$ cat src/hw/rtl/gsi_pkg.sv
`timescale 1ns / 1ps
// ----------------------------------------------------------------------------
// gsi_pkg
// Shared types and codes for the gradient stop interpolation block.
// ----------------------------------------------------------------------------
package gsi_pkg;

    localparam int POS_W  = 16;
    localparam int COMP_W = 16;

    // Request kinds.
    localparam logic OP_INSERT = 1'b0;
    localparam logic OP_QUERY  = 1'b1;

    // Result status codes.
    localparam logic [1:0] ST_OK    = 2'd0;
    localparam logic [1:0] ST_EMPTY = 2'd1;
    localparam logic [1:0] ST_FULL  = 2'd2;

    typedef enum logic [2:0] {
        S_IDLE,
        S_SCAN,
        S_SHIFT_RD,
        S_SHIFT_WR,
        S_DIV,
        S_MUL,
        S_ADD,
        S_DONE
    } t_state;

endpackage

$ cat src/hw/rtl/gradient_stop_interpolation.sv
`timescale 1ns / 1ps
// ----------------------------------------------------------------------------
// gradient_stop_interpolation
// Sorted table of colour stops in one RAM; inserts stops and answers
// colour queries by linear interpolation between neighbouring stops.
// ----------------------------------------------------------------------------
//  Channel  | Direction | Payload
//  s_axis   | in        | tuser: opcode; tdata: position, comp_a..comp_d
//  m_axis   | out       | tdata: out_a..out_d; tuser: status
//
// Each request is handled alone, from one accept to the next. A scan reads one
// stop per cycle from the stop RAM. An insert at a new position then shifts the tail
// up one stop at a time, reading it (S_SHIFT_RD) and writing it one place higher
// (S_SHIFT_WR), and then writes the new stop. An interpolating query then divides
// bit by bit (S_DIV) and does a multiply (S_MUL) and an add (S_ADD) per channel.
// Reset (synchronous, active low) empties the table; the RAM is not cleared.
// A finished result waits in the output register while the next request runs.
// ----------------------------------------------------------------------------
module gradient_stop_interpolation
    import gsi_pkg::*;
#(
    parameter int MAX_STOPS = 16,
    parameter int CHANNELS  = 4,
    parameter int FRAC_BITS = 16
) (
    input  logic        i_clk,
    input  logic        i_rst_n,
    input  logic        s_axis_tvalid,
    output logic        s_axis_tready,
    input  logic [79:0] s_axis_tdata,   // position, comp_a, comp_b, comp_c, comp_d
    input  logic        s_axis_tuser,   // opcode
    output logic        m_axis_tvalid,
    input  logic        m_axis_tready,
    output logic [63:0] m_axis_tdata,   // out_a, out_b, out_c, out_d
    output logic [1:0]  m_axis_tuser    // status
);

    localparam int ENTRY_W = POS_W + COMP_W * CHANNELS;
    localparam int IDX_W   = $clog2(MAX_STOPS);
    localparam int CNT_W   = $clog2(MAX_STOPS + 1);
    localparam int BIT_W   = $clog2(FRAC_BITS + 1);
    localparam int CH_W    = (CHANNELS > 1) ? $clog2(CHANNELS) : 1;
    localparam int PROD_W  = COMP_W + FRAC_BITS;
    localparam int RES_W   = COMP_W * CHANNELS;

    t_state r_state, n_state;

    logic               r_op;
    logic [POS_W-1:0]   r_pos, r_span;
    logic [RES_W-1:0]   r_comps;
    logic [CNT_W-1:0]   r_idx, n_idx, r_k, n_k, r_count, n_count;
    logic [ENTRY_W-1:0] r_lo, n_lo, r_hi, n_hi;
    logic [POS_W-1:0]   r_rem, n_rem, n_span;
    logic [FRAC_BITS-1:0] r_quo, n_quo;
    logic [BIT_W-1:0]   r_bit, n_bit;
    logic [CH_W-1:0]    r_ch, n_ch;
    logic               r_neg, n_neg;
    logic [PROD_W-1:0]  r_prod, n_prod;
    logic [RES_W-1:0]   r_res, n_res;
    logic [1:0]         r_status, n_status;
    logic               r_out_valid, n_out_valid;
    logic [63:0]        r_out_data, n_out_data;
    logic [1:0]         r_out_status, n_out_status;

    // RAM controls.
    logic               ram_wr_en;
    logic [IDX_W-1:0]   ram_wr_addr, ram_rd_addr;
    logic [ENTRY_W-1:0] ram_wr_data, ram_rd_data;

    // Helper views.
    logic               accept, out_free, at_end, found, hit;
    logic [POS_W-1:0]   rd_pos, lo_pos;
    logic [ENTRY_W-1:0] new_entry;
    logic [POS_W:0]     rem_sh;
    logic               quo_bit;
    logic [COMP_W-1:0]  c0, c1, dlt;

    gsi_ram #(
        .WIDTH (ENTRY_W),
        .DEPTH (MAX_STOPS)
    ) u_stop_ram (
        .i_clk     (i_clk),
        .i_wr_en   (ram_wr_en),
        .i_wr_addr (ram_wr_addr),
        .i_wr_data (ram_wr_data),
        .i_rd_addr (ram_rd_addr),
        .o_rd_data (ram_rd_data)
    );

    assign s_axis_tready = (r_state == S_IDLE);
    assign accept        = s_axis_tvalid && s_axis_tready;
    assign out_free      = !r_out_valid || m_axis_tready;
    assign m_axis_tvalid = r_out_valid;
    assign m_axis_tdata  = r_out_data;
    assign m_axis_tuser  = r_out_status;

    // Scan decisions on the stop just read.
    assign rd_pos    = ram_rd_data[POS_W-1:0];
    assign lo_pos    = r_lo[POS_W-1:0];
    assign at_end    = (r_idx == r_count);
    assign found     = at_end || !(rd_pos < r_pos);
    assign hit       = !at_end && (rd_pos == r_pos);
    assign new_entry = {r_comps, r_pos};

    // Division step and per-channel operands.
    assign rem_sh  = {r_rem, 1'b0};
    assign quo_bit = (rem_sh >= {1'b0, r_span});
    assign c0      = r_lo[POS_W + COMP_W * r_ch +: COMP_W];
    assign c1      = r_hi[POS_W + COMP_W * r_ch +: COMP_W];
    assign dlt     = r_prod[FRAC_BITS +: COMP_W];

    // Next state.
    always_comb begin
        n_state = r_state;
        unique case (r_state)
            S_IDLE: begin
                if (accept) begin
                    if (s_axis_tuser == OP_QUERY && r_count == '0) begin
                        n_state = S_DONE;
                    end else begin
                        n_state = S_SCAN;
                    end
                end
            end
            S_SCAN: begin
                if (found) begin
                    if (r_op == OP_INSERT) begin
                        if (hit || r_count == CNT_W'(MAX_STOPS)) begin
                            n_state = S_DONE;
                        end else begin
                            n_state = S_SHIFT_RD;
                        end
                    end else if (at_end || r_idx == '0 || hit) begin
                        n_state = S_DONE;
                    end else begin
                        n_state = S_DIV;
                    end
                end
            end
            S_SHIFT_RD: n_state = (r_idx > r_k) ? S_SHIFT_WR : S_DONE;
            S_SHIFT_WR: n_state = S_SHIFT_RD;
            S_DIV:      n_state = (r_bit == BIT_W'(1)) ? S_MUL : S_DIV;
            S_MUL:      n_state = S_ADD;
            S_ADD:      n_state = (r_ch == CH_W'(CHANNELS - 1)) ? S_DONE : S_MUL;
            S_DONE:     n_state = out_free ? S_IDLE : S_DONE;
            default:    n_state = S_IDLE;
        endcase
    end

    // Datapath and RAM controls.
    always_comb begin
        n_idx        = r_idx;
        n_k          = r_k;
        n_count      = r_count;
        n_lo         = r_lo;
        n_hi         = r_hi;
        n_rem        = r_rem;
        n_span       = r_span;
        n_quo        = r_quo;
        n_bit        = r_bit;
        n_ch         = r_ch;
        n_neg        = r_neg;
        n_prod       = r_prod;
        n_res        = r_res;
        n_status     = r_status;
        n_out_valid  = r_out_valid && !m_axis_tready;
        n_out_data   = r_out_data;
        n_out_status = r_out_status;
        ram_wr_en    = 1'b0;
        ram_wr_addr  = r_idx[IDX_W-1:0];
        ram_wr_data  = new_entry;
        ram_rd_addr  = r_idx[IDX_W-1:0];
        unique case (r_state)
            S_IDLE: begin
                n_idx       = '0;
                n_res       = '0;
                n_status    = ST_OK;
                ram_rd_addr = '0;
                if (accept && s_axis_tuser == OP_QUERY && r_count == '0) begin
                    n_status = ST_EMPTY;
                end
            end
            S_SCAN: begin
                if (!found) begin
                    // Still below the requested position: keep this stop as the left one.
                    n_lo        = ram_rd_data;
                    n_idx       = r_idx + 1'b1;
                    ram_rd_addr = IDX_W'(r_idx + 1'b1);
                end else if (r_op == OP_INSERT) begin
                    if (hit) begin
                        ram_wr_en = 1'b1;
                    end else if (r_count == CNT_W'(MAX_STOPS)) begin
                        n_status = ST_FULL;
                    end else begin
                        n_k   = r_idx;
                        n_idx = r_count;
                    end
                end else if (at_end) begin
                    n_res = r_lo[ENTRY_W-1:POS_W];
                end else if (r_idx == '0 || hit) begin
                    n_res = ram_rd_data[ENTRY_W-1:POS_W];
                end else begin
                    n_hi   = ram_rd_data;
                    n_rem  = r_pos - lo_pos;
                    n_span = rd_pos - lo_pos;
                    n_bit  = BIT_W'(FRAC_BITS);
                    n_ch   = '0;
                end
            end
            S_SHIFT_RD: begin
                // Move one stop up by one place, from the top down; at the gap, write the new stop.
                ram_rd_addr = IDX_W'(r_idx - 1'b1);
                if (!(r_idx > r_k)) begin
                    ram_wr_en   = 1'b1;
                    ram_wr_addr = r_k[IDX_W-1:0];
                    n_count     = r_count + 1'b1;
                end
            end
            S_SHIFT_WR: begin
                ram_wr_en   = 1'b1;
                ram_wr_data = ram_rd_data;
                n_idx       = r_idx - 1'b1;
            end
            S_DIV: begin
                // One quotient bit per cycle.
                n_rem = quo_bit ? POS_W'(rem_sh - {1'b0, r_span}) : rem_sh[POS_W-1:0];
                n_quo = {r_quo[FRAC_BITS-2:0], quo_bit};
                n_bit = r_bit - 1'b1;
            end
            S_MUL: begin
                n_neg  = (c1 < c0);
                n_prod = PROD_W'((c1 < c0) ? (c0 - c1) : (c1 - c0)) * PROD_W'(r_quo);
            end
            S_ADD: begin
                n_res[COMP_W * r_ch +: COMP_W] = r_neg ? (c0 - dlt) : (c0 + dlt);
                n_ch = r_ch + 1'b1;
            end
            S_DONE: begin
                if (out_free) begin
                    n_out_valid  = 1'b1;
                    n_out_data   = 64'(r_res);
                    n_out_status = r_status;
                end
            end
            default: begin
            end
        endcase
    end

    // Registers.
    always_ff @(posedge i_clk) begin
        if (!i_rst_n) begin
            r_state     <= S_IDLE;
            r_count     <= '0;
            r_out_valid <= 1'b0;
        end else begin
            r_state     <= n_state;
            r_count     <= n_count;
            r_out_valid <= n_out_valid;
        end
        if (accept) begin
            r_op    <= s_axis_tuser;
            r_pos   <= s_axis_tdata[POS_W-1:0];
            r_comps <= s_axis_tdata[POS_W +: RES_W];
        end
        r_idx        <= n_idx;
        r_k          <= n_k;
        r_lo         <= n_lo;
        r_hi         <= n_hi;
        r_rem        <= n_rem;
        r_span       <= n_span;
        r_quo        <= n_quo;
        r_bit        <= n_bit;
        r_ch         <= n_ch;
        r_neg        <= n_neg;
        r_prod       <= n_prod;
        r_res        <= n_res;
        r_status     <= n_status;
        r_out_data   <= n_out_data;
        r_out_status <= n_out_status;
    end

endmodule

$ cat src/hw/rtl/gsi_ram.sv
`timescale 1ns / 1ps
// ----------------------------------------------------------------------------
// gsi_ram
// Generic single-write, single-read RAM with a registered read port.
// ----------------------------------------------------------------------------
module gsi_ram #(
    parameter int WIDTH = 80,
    parameter int DEPTH = 16
) (
    input  logic                     i_clk,
    input  logic                     i_wr_en,
    input  logic [$clog2(DEPTH)-1:0] i_wr_addr,
    input  logic [WIDTH-1:0]         i_wr_data,
    input  logic [$clog2(DEPTH)-1:0] i_rd_addr,
    output logic [WIDTH-1:0]         o_rd_data
);

    logic [WIDTH-1:0] r_mem [DEPTH];
    logic [WIDTH-1:0] r_rd_data;

    // Write port and registered read port.
    always_ff @(posedge i_clk) begin
        if (i_wr_en) begin
            r_mem[i_wr_addr] <= i_wr_data;
        end
        r_rd_data <= r_mem[i_rd_addr];
    end

    assign o_rd_data = r_rd_data;

endmodule
$ cat config.mk
export PLATFORM = sky130hd
export DESIGN_NAME = gradient_stop_interpolation
export DESIGN_NICKNAME = d
export VERILOG_FILES = /design/src/hw/rtl/gsi_pkg.sv /design/src/hw/rtl/gradient_stop_interpolation.sv /design/src/hw/rtl/gsi_ram.sv
export SDC_FILE = /design/constraint.sdc
export NUM_CORES = 2
export LEC_CHECK = 0
export BUFFER_PORTS_ARGS = -buffer_cell sky130_fd_sc_hd__buf_2
export CELL_PAD_IN_SITES_DETAIL_PLACEMENT = 1
export CELL_PAD_IN_SITES_GLOBAL_PLACEMENT = 1
export CORE_MARGIN = 2
export CORE_UTILIZATION = 35
export CTS_CLUSTER_SIZE = 24
export DETAILED_ROUTE_END_ITERATION = 8
export PLACE_DENSITY_LB_ADDON = 0.2
export SLEW_MARGIN = 20
export SYNTH_ARGS = -nofsm -noshare
export SYNTH_HDL_FRONTEND = slang
export SYNTH_SLANG_ARGS = --single-unit
$ cat constraint.sdc
create_clock -name i_clk -period 17 [get_ports i_clk]
set_clock_uncertainty 0.2 [all_clocks]
set_input_delay 3.4 -clock i_clk [delete_from_list [all_inputs] [get_ports i_clk]]
set_output_delay 3.4 -clock i_clk [all_outputs]
set_load 0.03 [all_outputs]
==> results.md <==
* Number of flops mapped to enable cells by yosys at 1719
* Net Count, Synth at 6162
* Pins over their slew limit at 0
* Final Hold Viols at 0
* CP required at 17.37 ns
* Metal3 WL at 7260 µm
* Clock transition at path regs at 0.06 ns
* Overall routing resource usage at 0.192
* Top FF cell, synth: edfxtp_1
* Post-DP HPWL at 152000 µm
* Post-Layout Cell Count at 9194
* Initial drt markers at about 3000
* Detailed-route via count at 47000
* Initial Util at 0.351
* CTS root buf: clkbuf_16
* Post-synthesis cell area at 0.0862 mm²
* Top sig layer: met4
* Yosys reg bits at 1808
* Setup slack after layout at 5.74 ns
* Slew Limit Headroom at 0.278
* Syn Area/Cell at 15.3 µm²
* Io pins at 153
* Initial antenna violation count at 16
* Crit-path max cell delay at between 0.8 and 0.9 ns
* # port buffers at 152
* Clock buffer depth at 3
* Post-CTS Setup Bufs at 0
* Share of cells above drive strength 1 at 0.113
* Placement Setup Slack at ~5.7 ns
* Fillers at around 25000
* Average via count per standard cell at 5.11
* Startpoint types: flip-flop
* Critical path class: flip-flop to flip-flop
* Crit-path slowest cell: xor2_2
* Die area at 0.250 mm²
* Crit path buffers/inverters at 4
* Largest delay share family, worst path: compound AO/OA/AOI/OAI gates
* Setup_tns at 0 ns
* Hold_buf cts at 0
* Largest net degree at the start of global routing at 156
* Clock Latency Late Sink at 0.85 ns
* Inst Count DP at 8831
* DRT antenna net count at 0
* FMAX at 88.8 MHz
* CTS Buf Count at 191
* Cells after Synth at 5613
* Final setup viols at 0
* Final wirelength at roughly 240000 µm
* Die W at approximately 500 µm
* Routability Congestion at 0.849
* Post-synthesis adder-cell area fraction at 0.0913
* Largest family of logic cells by synthesized area: multiplexers
* DR WL met2 at 119000 µm
* Max Cap Viol at 0
* Post-CTS sizing at 0
* WL/cell at 26.3 µm
* Final period util at 0.662
* Sink Count at 1808
* Seq/Total Area, Yosys at 0.620
* Status: complete, no violations
* HP Class: flip-flop to flip-flop
* Compound-Gate Fraction of Synth Area at 0.0349
* CP Capture Type: flip-flop
* Worst slew pin tran at 1.08 ns
* H-tree levels at 4
* Unrepaired setup endpoints after global routing: no
* CP Max Fanout at 38
* Synth Area in Simple Gates at 0.0401
* WL met1 at 110000 µm
* Fin nets at 6354
* Min cycle time layout at 11.26 ns
* Arrival time of the worst setup path at 11.63 ns
* Multiplexer share of the synthesized area at 0.167
* Die H at 500 µm
* Most common cell after layout, fill and taps aside: edfxtp_1
* Grt ovf at 0
* First-pass GRT wire length at 355000 µm
* Core ar. at 0.245 mm²
* Layout area overhead at 12.2%
* Yosys warning count at 0
* Vias in the first global route at 50400
* Xor/xnor cell area share of the yosys netlist at 0.0122
* Post-synth cell types at 76
* Most frequent cells in the layout: edfxtp_1 (1719), mux2i_1 (1289), inv_1 (406)
* Crit-path most repeated cell: fa_1
* Async SR Flop Fraction at 0
* Router iterations before antenna repair at 5
* # rows at 182
* Remaining DRCs at 0
* CTS tree: built
-- cells in the mapped netlist, types with 28 or more instances --
cell type  instances  area share
dfxtp_1           89       0.021
ha_1             189       0.027
o21ai_0           57      0.0033
xnor2_1           96      0.0098
a21o_1            38      0.0033
a22oi_1           37      0.0032
nor3_1            39      0.0023
edfxtp_1        1719        0.60
mux4_2            32      0.0084
and2_1           125      0.0091
fa_1             275       0.064
nor2b_1           28      0.0020
inv_1            407       0.018
a21oi_1          119      0.0069
clkbuf_1          88      0.0038
buf_2             70      0.0041
nand2_1          238       0.010
nor2_1           147      0.0064
buf_4             55      0.0048
nand3_1           35      0.0020
mux2_2            69      0.0090
o22ai_1           59      0.0043
mux2i_1         1289        0.15
-- worst paths after layout --
kind / slack [ns] / cells after the start / startpoint / to
worst max-delay path: 5.74 / 32 / r_ch[0]$_SDFFCE_PP0P_ / r_prod[29]$_DFFE_PP_
worst max register to register: 5.74 / 32 / r_ch[0]$_SDFFCE_PP0P_ / r_prod[29]$_DFFE_PP_
worst min-delay path: 0.22 / 0 / r_status[1]$_DFFE_PP_ / m_axis_tuser[1]$_DFFE_PP_
worst min register to register: 0.22 / 0 / r_status[1]$_DFFE_PP_ / m_axis_tuser[1]$_DFFE_PP_
-- per-stage QoR --
step | cell area [µm²] | util | hold slack (ns)
after floorplan | 86200 | - | 0.200
after global placement | 90600 | 0.369 | 0.203
after detailed placement | 90600 | 0.369 | 0.208
after CTS | 96700 | 0.394 | 0.221
after global routing | 96700 | 0.394 | 0.226
final | 96700 | 0.394 | 0.219
-- registers in the layout, summed over array words and instances (netlist names), 3 cells and up --
register	flops
r_comps	64
r_k	5
r_res	64
r_lo	80
r_rem	16
u_stop_ram.o_rd_data	80
r_state	3
r_quo	16
r_bit	5
r_count	5
r_pos	16
r_hi	64
r_span	16
m_axis_tdata	64
r_idx	5
r_prod	16
u_stop_ram.r_mem	1280
-- layer usage --
| metal | vias up | track usage |
|---|---|---|
| met5 | - | 0 |
| met4 | 0 | 0.0505 |
| met3 | 271 | 0.0206 |
| met2 | 766 | 0.328 |
| met1 | 24800 | 0.262 |
| li1 | 21200 | - |
-- cell type report --
| cell class | count | area, µm² | area share |
|---|---|---|---|
| timing repair buffer | 253 | 1610 | 0.0167 |
| sequential | 1808 | 53400 | 0.552 |
| clock inverter | 80 | 657 | 0.00679 |
| clock buffer | 276 | 5400 | 0.0558 |
| inverter | 408 | 1540 | 0.0159 |
| multi-input combinational | 3143 | 30100 | 0.311 |
| tap | 3220 | 4030 | 0.0417 |
| antenna | 6 | 15.0 | 0.000155 |
-- cell families after synthesis --
family | Yosys count
flip-flops | 1808
multiplexers | 1390
AND/OR/NAND/NOR | 711
buffers and inverters | 662
adder cells (fa/ha/maj) | 464
AO/OA/AOI/OAI | 458
XOR/XNOR | 120
Power is left out: the tool's default activity adds up to more than one toggle a clock period on the data nets, which glitch-free logic cannot reach.
